--- src/rtl/urq_pkg.sv ---
package urq_pkg;

    localparam int QUEUE_DEPTH    = 64;
    localparam int NUM_CTRL_CHARS = 4;

    localparam int BYTE_W     = 8;
    localparam int MARK_W     = 7;
    localparam int LEVEL_W    = 7;
    localparam int CTRL_IDX_W = 2;
    localparam int CMD_W      = 2;
    localparam int CFG_IDX_W  = 3;
    localparam int CFG_DATA_W = 8;

    localparam int PTR_W = $clog2(QUEUE_DEPTH);
    localparam int CNT_W = $clog2(QUEUE_DEPTH + 1);
    localparam int CMP_W = (CNT_W > MARK_W) ? CNT_W : MARK_W;

    localparam logic [MARK_W-1:0] HIGH_MARK_RESET = 7'd60;
    localparam logic [MARK_W-1:0] LOW_MARK_RESET  = 7'd16;

    localparam logic [CFG_IDX_W-1:0] REG_HIGH_MARK = 3'd0;
    localparam logic [CFG_IDX_W-1:0] REG_LOW_MARK  = 3'd1;
    localparam int                   REG_CTRL_BASE = 2;

    typedef enum logic [CMD_W-1:0] {
        CMD_RX_BYTE  = 2'd0,
        CMD_READ     = 2'd1,
        CMD_TX_WRITE = 2'd2,
        CMD_TX_EMPTY = 2'd3
    } t_cmd;

    typedef struct packed {
        logic [MARK_W-1:0]                      high_mark;
        logic [MARK_W-1:0]                      low_mark;
        logic [NUM_CTRL_CHARS-1:0][BYTE_W-1:0]  ctrl_char;
    } t_cfg;

    typedef struct packed {
        logic              empty;
        logic              full;
        logic [BYTE_W-1:0] head;
        logic [CNT_W-1:0]  n_count;
        logic              n_rts;
    } t_q_stat;

endpackage

--- src/rtl/uart_rx_queue_rts_flow_control_unit.sv ---
// channel | direction | handshake                   | payload
// in      | input     | i_in_valid / o_in_ready     | i_command, i_byte_in
// out     | output    | o_out_valid / i_out_ready   | o_read_byte ... o_queue_level
// cfg     | input     | i_cfg_valid / o_cfg_ready   | i_cfg_index, i_cfg_data
//
// one beat per cycle sustained while i_out_ready holds; a result passes through
// the input register and then the result register.
// queue head is prefetched into a register so a host read takes it straight from there.
// a stalled result holds the pipeline; the input register refills as soon as it moves.
// synchronous reset clears pointers, fill count, flags and config; no clearing pass.
module uart_rx_queue_rts_flow_control_unit (
    input  logic                              i_clk,
    input  logic                              i_rst_n,
    input  logic                              i_in_valid,
    output logic                              o_in_ready,
    input  logic [urq_pkg::CMD_W-1:0]         i_command,
    input  logic [urq_pkg::BYTE_W-1:0]        i_byte_in,
    output logic                              o_out_valid,
    input  logic                              i_out_ready,
    output logic [urq_pkg::BYTE_W-1:0]        o_read_byte,
    output logic                              o_read_valid,
    output logic                              o_ctrl_hit,
    output logic [urq_pkg::CTRL_IDX_W-1:0]    o_ctrl_index,
    output logic                              o_rx_dropped,
    output logic                              o_rts_level,
    output logic                              o_tx_busy,
    output logic [urq_pkg::BYTE_W-1:0]        o_tx_out,
    output logic                              o_tx_accepted,
    output logic                              o_rx_available,
    output logic [urq_pkg::LEVEL_W-1:0]       o_queue_level,
    input  logic                              i_cfg_valid,
    output logic                              o_cfg_ready,
    input  logic [urq_pkg::CFG_IDX_W-1:0]     i_cfg_index,
    input  logic [urq_pkg::CFG_DATA_W-1:0]    i_cfg_data
);
    import urq_pkg::*;

    t_cfg    cfg;
    t_q_stat stat;

    logic              r_in_valid;
    t_cmd              r_cmd;
    logic [BYTE_W-1:0] r_byte;

    logic              advance, proc;
    logic              hit;
    logic [CTRL_IDX_W-1:0] hit_idx;
    logic              push, pop;
    logic              r_tx_pending, n_tx_pending;
    logic              tx_acc;
    logic [CMP_W-1:0]  level_ext;

    logic                  r_out_valid;
    logic [BYTE_W-1:0]     r_read_byte;
    logic                  r_read_valid;
    logic                  r_ctrl_hit;
    logic [CTRL_IDX_W-1:0] r_ctrl_index;
    logic                  r_rx_dropped;
    logic                  r_rts_level;
    logic                  r_tx_busy;
    logic [BYTE_W-1:0]     r_tx_out;
    logic                  r_tx_accepted;
    logic                  r_rx_available;
    logic [LEVEL_W-1:0]    r_queue_level;

    urq_cfg_regs u_cfg_regs (
        .i_clk       (i_clk),
        .i_rst_n     (i_rst_n),
        .i_cfg_valid (i_cfg_valid),
        .i_cfg_index (i_cfg_index),
        .i_cfg_data  (i_cfg_data),
        .o_cfg       (cfg)
    );

    assign o_cfg_ready = 1'b1;

    assign advance    = !r_out_valid || i_out_ready;
    assign proc       = r_in_valid && advance;
    assign o_in_ready = !r_in_valid || advance;

    always_ff @(posedge i_clk) begin
        if (!i_rst_n) begin
            r_in_valid <= 1'b0;
        end else if (o_in_ready) begin
            r_in_valid <= i_in_valid;
        end
    end

    always_ff @(posedge i_clk) begin
        if (o_in_ready && i_in_valid) begin
            r_cmd  <= t_cmd'(i_command);
            r_byte <= i_byte_in;
        end
    end

    // lowest matching index wins
    always_comb begin
        hit     = 1'b0;
        hit_idx = '0;
        for (int i = NUM_CTRL_CHARS - 1; i >= 0; i--) begin
            if ((cfg.ctrl_char[i] != '0) && (cfg.ctrl_char[i] == r_byte)) begin
                hit     = 1'b1;
                hit_idx = CTRL_IDX_W'(i);
            end
        end
    end

    assign push = proc && (r_cmd == CMD_RX_BYTE) && !hit && !stat.full;
    assign pop  = proc && (r_cmd == CMD_READ) && !stat.empty;

    urq_rx_queue u_rx_queue (
        .i_clk       (i_clk),
        .i_rst_n     (i_rst_n),
        .i_push      (push),
        .i_push_data (r_byte),
        .i_pop       (pop),
        .i_high_mark (cfg.high_mark),
        .i_low_mark  (cfg.low_mark),
        .o_stat      (stat)
    );

    always_comb begin
        n_tx_pending = r_tx_pending;
        tx_acc       = 1'b0;
        case (r_cmd)
            CMD_TX_WRITE: begin
                if (!r_tx_pending) begin
                    n_tx_pending = 1'b1;
                    tx_acc       = 1'b1;
                end
            end
            CMD_TX_EMPTY: begin
                n_tx_pending = 1'b0;
            end
            default: begin
                n_tx_pending = r_tx_pending;
            end
        endcase
    end

    assign level_ext = CMP_W'(stat.n_count);

    always_ff @(posedge i_clk) begin
        if (!i_rst_n) begin
            r_tx_pending <= 1'b0;
            r_out_valid  <= 1'b0;
        end else begin
            if (proc) begin
                r_tx_pending <= n_tx_pending;
            end
            if (proc) begin
                r_out_valid <= 1'b1;
            end else if (i_out_ready) begin
                r_out_valid <= 1'b0;
            end
        end
    end

    always_ff @(posedge i_clk) begin
        if (proc) begin
            r_read_byte    <= pop ? stat.head : '0;
            r_read_valid   <= pop;
            r_ctrl_hit     <= (r_cmd == CMD_RX_BYTE) && hit;
            r_ctrl_index   <= (r_cmd == CMD_RX_BYTE) ? hit_idx : '0;
            r_rx_dropped   <= (r_cmd == CMD_RX_BYTE) && !hit && stat.full;
            r_rts_level    <= stat.n_rts;
            r_tx_busy      <= n_tx_pending;
            r_tx_out       <= tx_acc ? r_byte : '0;
            r_tx_accepted  <= tx_acc;
            r_rx_available <= (stat.n_count != '0);
            r_queue_level  <= level_ext[LEVEL_W-1:0];
        end
    end

    assign o_out_valid    = r_out_valid;
    assign o_read_byte    = r_read_byte;
    assign o_read_valid   = r_read_valid;
    assign o_ctrl_hit     = r_ctrl_hit;
    assign o_ctrl_index   = r_ctrl_index;
    assign o_rx_dropped   = r_rx_dropped;
    assign o_rts_level    = r_rts_level;
    assign o_tx_busy      = r_tx_busy;
    assign o_tx_out       = r_tx_out;
    assign o_tx_accepted  = r_tx_accepted;
    assign o_rx_available = r_rx_available;
    assign o_queue_level  = r_queue_level;

endmodule

--- src/rtl/urq_cfg_regs.sv ---
module urq_cfg_regs (
    input  logic                            i_clk,
    input  logic                            i_rst_n,
    input  logic                            i_cfg_valid,
    input  logic [urq_pkg::CFG_IDX_W-1:0]   i_cfg_index,
    input  logic [urq_pkg::CFG_DATA_W-1:0]  i_cfg_data,
    output urq_pkg::t_cfg                   o_cfg
);
    import urq_pkg::*;

    t_cfg r_cfg;

    always_ff @(posedge i_clk) begin
        if (!i_rst_n) begin
            r_cfg.high_mark <= HIGH_MARK_RESET;
            r_cfg.low_mark  <= LOW_MARK_RESET;
            r_cfg.ctrl_char <= '0;
        end else if (i_cfg_valid) begin
            if (i_cfg_index == REG_HIGH_MARK) begin
                r_cfg.high_mark <= i_cfg_data[MARK_W-1:0];
            end
            if (i_cfg_index == REG_LOW_MARK) begin
                r_cfg.low_mark <= i_cfg_data[MARK_W-1:0];
            end
            for (int i = 0; i < NUM_CTRL_CHARS; i++) begin
                if (i_cfg_index == CFG_IDX_W'(REG_CTRL_BASE + i)) begin
                    r_cfg.ctrl_char[i] <= i_cfg_data[BYTE_W-1:0];
                end
            end
        end
    end

    assign o_cfg = r_cfg;

endmodule

--- src/rtl/urq_rx_queue.sv ---
module urq_rx_queue (
    input  logic                         i_clk,
    input  logic                         i_rst_n,
    input  logic                         i_push,
    input  logic [urq_pkg::BYTE_W-1:0]   i_push_data,
    input  logic                         i_pop,
    input  logic [urq_pkg::MARK_W-1:0]   i_high_mark,
    input  logic [urq_pkg::MARK_W-1:0]   i_low_mark,
    output urq_pkg::t_q_stat             o_stat
);
    import urq_pkg::*;

    logic [BYTE_W-1:0] mem [QUEUE_DEPTH];

    logic [PTR_W-1:0]  r_wr_ptr, n_wr_ptr;
    logic [PTR_W-1:0]  r_rd_ptr, n_rd_ptr;
    logic [CNT_W-1:0]  r_count, n_count;
    logic              r_throttled, n_throttled;
    logic [BYTE_W-1:0] r_head;
    logic              empty, full;

    function automatic logic [PTR_W-1:0] ptr_inc(input logic [PTR_W-1:0] p);
        ptr_inc = (p == PTR_W'(QUEUE_DEPTH - 1)) ? '0 : p + 1'b1;
    endfunction

    assign empty = (r_count == '0);
    assign full  = (r_count == CNT_W'(QUEUE_DEPTH));

    always_comb begin
        n_wr_ptr    = r_wr_ptr;
        n_rd_ptr    = r_rd_ptr;
        n_count     = r_count;
        n_throttled = r_throttled;
        if (i_push) begin
            n_wr_ptr = ptr_inc(r_wr_ptr);
            n_count  = r_count + 1'b1;
            if (CMP_W'(n_count) > CMP_W'(i_high_mark)) begin
                n_throttled = 1'b1;
            end
        end else if (i_pop) begin
            n_rd_ptr = ptr_inc(r_rd_ptr);
            n_count  = r_count - 1'b1;
            if (r_throttled && (CMP_W'(n_count) < CMP_W'(i_low_mark))) begin
                n_throttled = 1'b0;
            end
        end
    end

    always_ff @(posedge i_clk) begin
        if (!i_rst_n) begin
            r_wr_ptr    <= '0;
            r_rd_ptr    <= '0;
            r_count     <= '0;
            r_throttled <= 1'b0;
        end else begin
            r_wr_ptr    <= n_wr_ptr;
            r_rd_ptr    <= n_rd_ptr;
            r_count     <= n_count;
            r_throttled <= n_throttled;
        end
    end

    // head prefetch, bypass when writing into an empty queue
    always_ff @(posedge i_clk) begin
        if (i_push) begin
            mem[r_wr_ptr] <= i_push_data;
        end
        if (i_push && empty) begin
            r_head <= i_push_data;
        end else begin
            r_head <= mem[n_rd_ptr];
        end
    end

    assign o_stat.empty   = empty;
    assign o_stat.full    = full;
    assign o_stat.head    = r_head;
    assign o_stat.n_count = n_count;
    assign o_stat.n_rts   = !n_throttled;

endmodule
--- config.mk ---
export PLATFORM = sky130hd
export DESIGN_NAME = uart_rx_queue_rts_flow_control_unit
export DESIGN_NICKNAME = d
export VERILOG_FILES = /design/src/rtl/urq_pkg.sv /design/src/rtl/uart_rx_queue_rts_flow_control_unit.sv /design/src/rtl/urq_cfg_regs.sv /design/src/rtl/urq_rx_queue.sv
export SDC_FILE = /design/constraint.sdc
export NUM_CORES = 1
export LEC_CHECK = 0
export ABC_AREA = 1
export ABC_CLOCK_PERIOD_IN_PS = 8600
export CORE_ASPECT_RATIO = 1.4
export CORE_MARGIN = 5
export CORE_UTILIZATION = 50
export DETAILED_ROUTE_END_ITERATION = 7
export DONT_BUFFER_PORTS = 1
export PLACE_DENSITY_LB_ADDON = 0.05
export SLEW_MARGIN = 40
export SYNTH_ARGS = -nofsm -noshare
export SYNTH_HDL_FRONTEND = slang
export SYNTH_SLANG_ARGS = --single-unit
--- constraint.sdc ---
create_clock -name i_clk -period 8.6 [get_ports i_clk]
set_clock_uncertainty 0.2 [all_clocks]
set_input_delay 0.86 -clock i_clk [delete_from_list [all_inputs] [get_ports i_clk]]
set_output_delay 0.86 -clock i_clk [all_outputs]
set_load 0.05 [all_outputs]
==> reports/summary.md <==
For this run, global-route usage on met2 was measured as 43.5%. Of the available clock period, the critical path in the final layout requires 56.1%. For this run, design rule violations remaining after detail routing come to 0. Static timing analysis puts the maximum clock frequency at 207 MHz. The tools report the sum of negative setup slack as 0 ns. Leaving out fill and tap cells, the most frequent cells in the layout are sky130_fd_sc_hd__nand2_1 (696), sky130_fd_sc_hd__edfxtp_1 (554), sky130_fd_sc_hd__nand3_1 (478), sky130_fd_sc_hd__inv_1 (464), sky130_fd_sc_hd__nor2_1 (159). The later pin in the worst-skew pair is clocked with a latency of 0.62 ns. In this run the most critical hold path is launched from i_byte_in[3]. The worst-case IR drop observed on VDD is 0.208 mV. The clock period minus worst slack was 4.82 ns; the number of flops mapped to enable cells by yosys was 554. Measured along the y axis, the die boundary spans 290 µm. In this run the most used layer during global routing was met2. For the fraction of the yosys area taken by sequential cells, the log shows 64.9%.

The count of hold-fix buffers inserted at cts came out at 0. The average cell area after synthesis works out to 9.87 µm². For the number of clock sinks, the log shows 631.

The number of nets produced by synthesis came out at 2882. The initialized floorplan defines 102 standard-cell rows. Setup violations remaining at the end of the flow were counted as 0. The remaining number of nets flagged by the antenna check after routing is 0, and the number of global-route vias before repair is 18900. 61 I/O pins were placed. The post-DP HPWL was 45800 µm.

For the number of instances in the synthesized netlist, the log shows 2838. The flow ran to the end, and the final reports show no timing, DRC or antenna violations. The post-CTS repair timing setup buffer count is 0, and the layout overhead on the synthesized area is 9.55%. The first-pass iteration count of the detailed router is 5. The tool flagged a number of max-cap violations equal to 0. Setup repair after global routing left no endpoint under its margin. The global routing met3 resource utilization was 3.52%; the register-to-register path setup slack was 3.78 ns. The number of clock buffers added by TritonCTS is 60. The tools report the number of hold violations in the final report as 0. At the pin with the least slew margin, the transition time is 0.851 ns. In this run the tightest slew margin relative to its limit is 43.3%.

The startpoint of the worst-slack reg-to-reg timing path is r_byte[3]. The most used flip-flop cell after synthesis is sky130_fd_sc_hd__edfxtp_1. The final weighted congestion of routability-driven global placement is 0.871. The initial utilization of the core area, before any placement, comes to 50.6%. STA puts the critical path data required time at 8.64 ns.

The number of antenna violations at the first check in global routing came out at 1. After detailed routing, the number of vias per cell comes to 5.33. Fraction of final layout cells with drive strength greater than 1: 5.69%.

In the final routed layout, each cell accounts on average for 21.0 µm. Entering global routing, the biggest net connects 192 pins. The number of buffers inserted by port buffering was 0. Synthesized area: 28000 µm². Clock tree synthesis selected as its root buffer the cell sky130_fd_sc_hd__clkbuf_16. The run gives 4.86 ns as the arrival time at the worst endpoint. Summing over every cut layer, the via total after detailed routing is 19100.

In this run, post-CTS repair resized a total of 0 instances. Hold is met by 0.136 ns. The synthesized flop and latch total is 631, and the die area is 60900 µm². The library cell used most frequently in the layout, excluding fill and tap cells, is sky130_fd_sc_hd__nand2_1. The area of the core region is 55400 µm². The total number of nets in the final design was 2840. Clock-pin slew was measured on the worst setup and hold paths at 0.06 ns. Yosys printed 0 warnings. Type of destination of the critical path: a flop. Counting flops with an async set or reset pin after synthesis yields a share of 0%. The first-pass GRT wire length is 113000 µm, and the max-slew violation total from the final report is 0. Initial DRC count: 1305. Along the worst path, the maximum fanout reaches 42. In this run the deepest clock path goes through 3 buffers.

TritonCTS built the clock tree. For this design the ratio of total power to cell area is 204 nW/µm². The worst setup path startpoint was r_byte[3]. The worst setup path is launched from a flop. Final-layout fill cell count: 4958. The critical path in this run is classified as reg2reg. The min-delay analysis places its worst path in the category in2reg.

The logs give 24.4% for the global-route total usage across every layer and 29.6% for the global routing usage on met1. Synthesis instantiated 42 different standard cells from the library. The number of H-tree levels was 2; the total overflow reported by the global router was 0.

Summed over all cells, the static leakage comes to 12.6 nW. The overall routed net length came out at 75200 µm. In this run the horizontal extent of the chip is 210 µm.
[flip-flops by register name, indices dropped and copies added, names as in the netlist, 2 cells and up]
register / count
o_ctrl_index: 2
o_queue_level: 7
o_read_byte: 8
o_tx_out: 8
r_byte: 8
r_cmd: 2
u_cfg_regs.o_cfg: 46
u_rx_queue.mem: 512
u_rx_queue.r_count: 7
u_rx_queue.r_head: 8
u_rx_queue.r_rd_ptr: 6
u_rx_queue.r_wr_ptr: 6
[cell usage after synthesis (4+ instances only)]
cell	instances	share of area, %
sky130_fd_sc_hd__nand2_1	699	9.4
sky130_fd_sc_hd__edfxtp_1	554	59
sky130_fd_sc_hd__inv_2	8	0.11
sky130_fd_sc_hd__buf_2	84	1.5
sky130_fd_sc_hd__xor2_1	27	0.84
sky130_fd_sc_hd__or2_2	4	0.089
sky130_fd_sc_hd__buf_4	12	0.32
sky130_fd_sc_hd__o21ai_0	54	0.97
sky130_fd_sc_hd__inv_1	464	6.2
sky130_fd_sc_hd__dfxtp_1	77	5.5
sky130_fd_sc_hd__clkinv_1	4	0.054
sky130_fd_sc_hd__nand4_1	8	0.18
sky130_fd_sc_hd__nor2_1	169	2.3
sky130_fd_sc_hd__ha_1	18	0.80
sky130_fd_sc_hd__nand3b_1	40	1.1
sky130_fd_sc_hd__clkbuf_1	31	0.42
sky130_fd_sc_hd__o211ai_1	7	0.19
sky130_fd_sc_hd__a21oi_1	34	0.61
sky130_fd_sc_hd__nor4_1	9	0.20
sky130_fd_sc_hd__nand3_1	481	8.6
sky130_fd_sc_hd__xnor2_1	4	0.13
sky130_fd_sc_hd__nor3_1	17	0.30
sky130_fd_sc_hd__buf_1	4	0.054
[area by class of cell]
class                   count  area [µm²]  area share (%)
flip-flops and latches    631       18200            59.3
inverters                 477        1790            5.85
diodes                      1        2.50         0.00816
clock inverters            30         313            1.02
multi-input cells        1595        7480            24.4
repair buffers             31         340            1.11
well taps                 728         911            2.97
clock buffers              82        1660            5.40
[report_power, final]
part | total, mW | switching, mW | internal (mW)
Combinational | 0.205 | 0.156 | 0.0490
Sequential | 3.39 | 0.0394 | 3.35
Clock | 2.68 | 1.13 | 1.55
Total | 6.27 | 1.32 | 4.95
[cell families (layout without fill, tap and decap cells)]
group	after synthesis	after routing	share of synthesized area [%]
adder cells (fa/ha/maj)	18	18	0.804
XOR/XNOR	32	32	1.03
AND/OR/NAND/NOR	1437	1437	22.3
buffers and inverters	612	620	8.81
other	1	2	0.0134
flip-flops	631	631	64.9
AO/OA/AOI/OAI	107	107	2.08
[critical path, cell delays in order (launching register included)]
cell and delay, ns:
sky130_fd_sc_hd__edfxtp_1 0.32, sky130_fd_sc_hd__buf_4 0.52, sky130_fd_sc_hd__buf_4 0.51, sky130_fd_sc_hd__nand2_1 0.10, sky130_fd_sc_hd__nand4_1 0.10, sky130_fd_sc_hd__nor3_1 0.06, sky130_fd_sc_hd__nand3_1 0.07, sky130_fd_sc_hd__nand2_1 0.09
sky130_fd_sc_hd__nor2_1 0.15, sky130_fd_sc_hd__nand3_1 0.09, sky130_fd_sc_hd__buf_4 0.24, sky130_fd_sc_hd__inv_1 0.36, sky130_fd_sc_hd__nand3_1 0.69, sky130_fd_sc_hd__nor2_1 0.88
[per-layer routing]
layer	part of all wire (%)	routed length, µm
met1	38	28900
met2	52	39000
met3	5.6	4230
met4	4.2	3160
met5	0	0
[metrics by stage]
step | util, % | power [mW] | setup slack, ns | instances | area (µm²)
after global routing | 55.4 | 6.46 | 3.46 | 3574 | 30700
final | 55.4 | 6.27 | 3.78 | 3575 | 30700
after global placement | 51.5 | 3.66 | 3.50 | 3456 | 28500
after CTS | 55.3 | 6.32 | 3.75 | 3573 | 30600
after detailed placement | 51.7 | 3.66 | 3.69 | 3461 | 28700
after floorplan | - | 3.58 | 4.89 | 2838 | 28000
[worst paths after layout]
| kind | endpoint | cells past startpoint |
|---|---|---|
| worst max-delay path | u_rx_queue.mem[12][1] | 13 |
| worst min register to register | u_cfg_regs.o_cfg[38] | 2 |
| worst min-delay path | r_byte[3] | 0 |
| worst max register to register | u_rx_queue.mem[12][1] | 13 |
No activity file was read; power rests on OpenSTA's default activity.
